===== src/design/rrp_pkg.sv =====
// Shared types and constants for the rectangle raster painter.
// No dependencies.
package rrp_pkg;

  localparam int FIELD_W = 20;
  localparam int CFG_W   = 9;
  localparam int RECT_W  = 28;

  localparam logic [1:0] OP_CLEAR = 2'd0;
  localparam logic [1:0] OP_DRAW  = 2'd1;
  localparam logic [1:0] OP_READ  = 2'd2;

  localparam logic [1:0] CFG_FRAME_WIDTH  = 2'd0;
  localparam logic [1:0] CFG_FRAME_HEIGHT = 2'd1;
  localparam logic [1:0] CFG_BACKGROUND   = 2'd2;

  localparam logic [CFG_W-1:0] FRAME_DIM_RESET = 9'd256;
  localparam logic [7:0]       BACKGROUND_RESET = 8'd32;

  typedef struct packed {
    logic [1:0]                operation;
    logic                      outline_only;
    logic signed [FIELD_W-1:0] rect_left;
    logic signed [FIELD_W-1:0] rect_top;
    logic signed [FIELD_W-1:0] rect_width;
    logic signed [FIELD_W-1:0] rect_height;
    logic [7:0]                paint_char;
    logic [7:0]                pixel_col;
    logic [7:0]                pixel_row;
  } rrp_cmd_t;

  typedef struct packed {
    logic       status;
    logic [7:0] pixel_char;
  } rrp_rsp_t;

  // Rectangle bounds in pixel fixed point; *_in are the inner border limits.
  typedef struct packed {
    logic                     outline;
    logic signed [RECT_W-1:0] left;
    logic signed [RECT_W-1:0] right;
    logic signed [RECT_W-1:0] left_in;
    logic signed [RECT_W-1:0] right_in;
    logic signed [RECT_W-1:0] top;
    logic signed [RECT_W-1:0] bottom;
    logic signed [RECT_W-1:0] top_in;
    logic signed [RECT_W-1:0] bottom_in;
  } rrp_rect_t;

endpackage


===== src/design/rrp_cover.sv =====
// Pixel coverage test for one pixel against the latched rectangle bounds.
// Depends on rrp_pkg.
module rrp_cover #(
  parameter int FRAC_BITS = 8,
  parameter int IDX_W     = 8
) (
  input  rrp_pkg::rrp_rect_t rect,
  input  logic [IDX_W-1:0]   x,
  input  logic [IDX_W-1:0]   y,
  output logic               hit
);
  import rrp_pkg::*;

  logic signed [RECT_W-1:0] px;
  logic signed [RECT_W-1:0] py;
  logic                     in_x;
  logic                     in_y;
  logic                     border;

  assign px = RECT_W'(x) << FRAC_BITS;
  assign py = RECT_W'(y) << FRAC_BITS;

  assign in_x   = (px >= rect.left) && (px <= rect.right);
  assign in_y   = (py >= rect.top) && (py <= rect.bottom);
  assign border = (px < rect.left_in) || (px > rect.right_in) ||
                  (py < rect.top_in) || (py > rect.bottom_in);
  assign hit    = in_x && in_y && (!rect.outline || border);

endmodule


===== config.mk =====
export PLATFORM = sky130hd
export DESIGN_NAME = rrp_cover
export DESIGN_NICKNAME = d
export VERILOG_FILES = /design/src/design/rrp_pkg.sv /design/src/design/rrp_cover.sv
export SDC_FILE = /design/constraint.sdc
export NUM_CORES = 1
export LEC_CHECK = 0
export BUFFER_PORTS_ARGS = -buffer_cell sky130_fd_sc_hd__buf_2
export CORE_AREA = 2 2 93 95
export DETAILED_ROUTE_END_ITERATION = 7
export DIE_AREA = 0 0 95 97
export GPL_TIMING_DRIVEN = 0
export PLACE_DENSITY_LB_ADDON = 0.08
export SYNTH_ARGS = -nofsm -noshare
export SYNTH_HDL_FRONTEND = slang
export SYNTH_SLANG_ARGS = --single-unit
export TNS_END_PERCENT = 20

===== constraint.sdc =====
create_clock -name vclk -period 1.9
set_input_delay 0.095 -clock vclk [all_inputs]
set_output_delay 0.095 -clock vclk [all_outputs]
set_load 0.005 [all_outputs]

==> results.json, run 1 <==
{
  "flops_and_latches": 0,
  "diodes": 0,
  "cp_data_arrival_time_ps": 1960,
  "cp_cell_sequence": "buf_2 > ha_1 > and4_1 > nand2_1 > o41ai_1 > o211ai_1 > o211a_1 > buf_2",
  "max_stage_delay_ps": 480,
  "hold_path_class": "in2out",
  "required_ps": 1800,
  "dieArea_sq_mm": 0.00922,
  "maxCapViolCount": 0,
  "max_slew_margin_pct": 63.8,
  "power.density_mw_per_mm2": 174,
  "die_h_um": 97,
  "yosys_warnings": 0,
  "tightest_slew_ps": 537,
  "slew_viol_final": 0,
  "start_kind": "primary input",
  "worst_hold_slack_ps": 694,
  "grt_usage_pct": 16.9,
  "synthCells": 281,
  "design.core.area_sq_mm": 0.00813,
  "rsz0062_at_grt": "yes",
  "grt_max_degree": 5,
  "fin_area_sq_mm": 0.00341,
  "grt.overflow.total": 0,
  "final_antenna_net_count": 0,
  "hold_viol": 0,
  "avgSynthCellArea_sq_um": 7.02,
  "antenna_found_initial": 0,
  "worst-setup-path-type": "in2out",
  "viasPerCell": 4.68,
  "synthTopCellsByCount": "ha_1, inv_1, nor4_1",
  "layout.cells.non_filler": 629,
  "multi_input_area_sq_mm": 0.00180,
  "via_count": 2942,
  "wl_um": 8270,
  "areaGrowthSynthToFinish_pct": 73.0,
  "final-setup-viol-count": 1,
  "syn_area_sq_mm": 0.00197,
  "violations": "setup timing",
  "gp_congestion": 0.849,
  "die_w_um": 95,
  "fillCellCount": 901,
  "firstDrtPassIters": 4,
  "status": "finished, violations left",
  "path_max_fanout": 4,
  "ir_worst_vdd_uv": 65.0,
  "row_count": 33,
  "yosysTopAreaCell": "ha_1",
  "initial_utilization_pct": 24.2,
  "fmax_ghz": 0.486,
  "syn_nets": 586,
  "drc_errors": 0,
  "placed_cells": 628,
  "wl_per_cell_um": 13.2,
  "yosysSeqAreaShare_pct": 0,
  "synth_top_area_share_pct": 40.6,
  "setup_slack_ps": -158,
  "dr.first_iter.drc_count": 37,
  "dp_hpwl_um": 7740,
  "final-seq-area_sq_um": 0,
  "post-route-period-util_pct": 108,
  "synth_cell_types": 36,
  "portBuffers": 242,
  "end_kind": "output pin",
  "nClkBuffers": 0,
  "grt_pass1_wl_um": 12700,
  "dpl_cell_area_sq_mm": 0.00331,
  "cpMaxStageDelayCell": "o41ai_1",
  "power.total_uw": 592,
  "grt_pass1_vias": 2857,
  "cp_common_cell": "buf_2",
  "fin_nets": 831,
  "ios": 242,
  "netlist_top_cells_area": "ha_1, inv_1, nor4_1, a21oi_1, nand2_1",
  "drive_above_1_share_pct": 48.5,
  "leakage_uw": 0.00208,
  "period_needed_ps": 2060
}
==> routing by layer <==
layer  vias up  GRT usage, %  wire length [um]
li1       1547             -                 -
met1      1247          21.5              3380
met2       142          31.6              4120
met3         6          1.32               692
met4         0          1.34                81
met5         -             0                 0
==> power by group <==
group	switching (uW)	total, uW	internal, uW
logic	265	592	327
registers	0	0	0
clock network	0	0	0
==> per-stage QoR <==
stage | setup slack [ps] | setup TNS [ps] | utilization, %
after floorplan | 264 | 0 | -
after global placement | -397 | -397 | 40.7
after detailed placement | -411 | -411 | 40.7
after CTS | -216 | -216 | 41.8
after global routing | -266 | -266 | 41.9
final | -158 | -158 | 41.9
==> worst max-delay path, delay by kind of cell <==
family	cells	cell delay [ps]
AOI/OAI and AO/OA	3	950
adders and majority gates	1	320
buffers and inverters	2	270
and+or+nand+nor	2	330
==> path summary, 6_finish.rpt <==
path                       from  endpoint  slack [ps]  depth (start not counted)
worst min-delay path  rect[223]       hit         690                          5
worst max-delay path       x[6]       hit        -160                          8
==> kinds of logic after synthesis <==
logic type      count (synthesis)  share of synthesized area [%]
simple gates                   92                           26.8
compound gates                 61                           20.4
fa+ha+maj                      64                           40.6
buf+inv                        64                           12.2
==> placed cells by master, fill, tap and decap left out, types with 3 or more instances in the layout <==
cell type    n
buf_2      240
inv_1       63
ha_1        62
nor4_1      26
a21oi_1     21
nand2_1     17
nor2_1      10
nand3_1      9
o21ai_0      8
o211ai_1     5
nor3_1       5
or4_1        5
a211oi_1     4
and3_1       3
a21o_1       3
nand4b_1     3
nand4_1      3
==> area by class of cell <==
type / instances / area share [%]
multi-input cells: 217 / 52.9
well taps: 105 / 3.85
repair buffers: 243 / 36.2
inverters: 64 / 7.04
==> timing repair <==
item | in CTS | in global routing
pin swaps | 6 | 3
buffers inserted | 1 | 0
cloned | 0 | 0
setup endpoints to repair | 1 | 1
hold buffers | 0 | 0
resized for setup | 14 | 3
(Power assumes the default switching activity.)
==> run 2, diff against run 1 <==
PLACE_DENSITY = 0.75   (was not set)
PLACE_DENSITY_LB_ADDON = not set   (was 0.08)
==> results.json, run 2 (synthesized netlist as in run 1, its figures left out) <==
{
  "status": "finished, violations left",
  "violations": "setup timing",
  "grt_pass1_wl_um": 13600,
  "via_count": 3018,
  "combinationalPowerShare_pct": 100.0,
  "slew_viol_final": 0,
  "antenna_found_initial": 1,
  "cp-endpoint": "hit",
  "dieArea_sq_mm": 0.00922,
  "start_kind": "primary input",
  "period_needed_ps": 1960,
  "wl_um": 8730,
  "design.core.area_sq_mm": 0.00813,
  "final-setup-viol-count": 1,
  "most-common-layout-cells": "buf_2, inv_1, ha_1, nor4_1, a21oi_1",
  "initial_utilization_pct": 24.2,
  "cpMaxStageDelayCell": "a2111oi_1",
  "max_stage_delay_ps": 410,
  "nClkBuffers": 0,
  "grt_pass1_vias": 3181,
  "power.total_uw": 608,
  "path_max_fanout": 4,
  "hold_path_class": "in2out",
  "post-route-period-util_pct": 103,
  "row_count": 33,
  "wl_met2_um": 4830,
  "wl_met3_um": 651,
  "end_kind": "output pin",
  "drc_errors": 0,
  "internal-power_uw": 335,
  "fmax_ghz": 0.510,
  "dp_hpwl_um": 8190,
  "rsz0062_at_grt": "yes",
  "hold_viol": 0,
  "die_h_um": 97,
  "grt.overflow.total": 0,
  "final_common_cell": "buf_2",
  "setup_slack_ps": -61.3,
  "dr.first_iter.drc_count": 45,
  "ir_worst_vdd_uv": 84.8,
  "cp_data_arrival_time_ps": 1870,
  "required_ps": 1800,
  "power.density_mw_per_mm2": 176,
  "portBuffers": 242,
  "firstDrtPassIters": 4,
  "flops_and_latches": 0,
  "final-seq-area_sq_um": 0,
  "areaGrowthSynthToFinish_pct": 75.1,
  "top_layer_used": "met4",
  "met1_length_um": 3150,
  "final_antenna_net_count": 0,
  "cp_cell_sequence": "buf_2 > ha_1 > nor4b_2 > a31oi_1 > a2111oi_1 > o22ai_1 > o211a_1 > buf_2",
  "pre_cts_slack_ps": -246,
  "clock_power_share_pct": 0,
  "final_util_pct": 42.4,
  "max_slew_margin_pct": 71.5,
  "wl_per_cell_um": 13.9,
  "gp_congestion": 0.873,
  "p_switching_uw": 272,
  "p_seq_share_pct": 0,
  "die_w_um": 95,
  "fin_nets": 831,
  "swShare_pct": 44.8,
  "cp_common_cell": "buf_2",
  "hp-start": "rect[223]",
  "tightest_slew_ps": 425,
  "worst-setup-path-type": "in2out",
  "ios": 242,
  "leakage_uw": 0.00207,
  "maxCapViolCount": 0,
  "holdBufCountCts": 0,
  "grt_max_degree": 5,
  "startpoint": "y[3]",
  "viasPerCell": 4.79,
  "drive_above_1_share_pct": 49.2,
  "grt_usage_pct": 18.0
}
[run 2: layout make-up]
cell class / count / area (sq um)
Antenna cell: 1 / 2.50
Inverter: 64 / 240
Timing Repair Buffer: 243 / 1230
Fill cell: 841 / 4680
Tap cell: 105 / 131
Multi-Input combinational cell: 217 / 1840
[run 2: worst max-delay path, delay by kind of cell]
kind,cells,cell delay (ps)
and+or+nand+nor,1,220
adders and majority gates,1,320
AOI/OAI and AO/OA,4,950
buffers and inverters,2,280
[run 2: routing by layer]
metal	up-vias	GRT usage, %
met3	10	2.10
li1	1542	-
met5	-	0
met1	1325	18.7
met2	141	37.9
met4	0	2.01
[run 2: power groups by stage]
| stage | sequential (uW) | clock (uW) | combinational (uW) |
|---|---|---|---|
| after floorplan | 0 | 0 | 244 |
| after global placement | 0 | 0 | 558 |
| after detailed placement | 0 | 0 | 581 |
| after CTS | 0 | 0 | 597 |
| after global routing | 0 | 0.0000704 | 702 |
| final | 0 | 0.0000704 | 608 |
[run 2: worst min-delay path by stage]
| stage | to | slack (ps) | cells past startpoint |
|---|---|---|---|
| finish | hit | 680 | 5 |
| global route | hit | 740 | 5 |
| CTS | hit | 700 | 5 |
| detailed placement | hit | 700 | 5 |
| global placement | hit | 720 | 5 |
| floorplan | hit | 410 | 3 |
[run 2: through the flow]
stage	setup TNS (ps)	cells	instance area, sq um	hold slack [ps]
global placement	-251	628	3310	724
global route	-228	630	3450	744
floorplan	0	281	1970	405
CTS	-165	629	3380	698
finish	-61.3	630	3450	677
detailed placement	-246	628	3310	700
[run 2: timing repair]
item | 4_1_cts | 5_1_grt
setup buffers | 1 | 0
pin swaps | 6 | 5
setup endpoints to repair | 1 | 1
resized for setup | 13 | 8
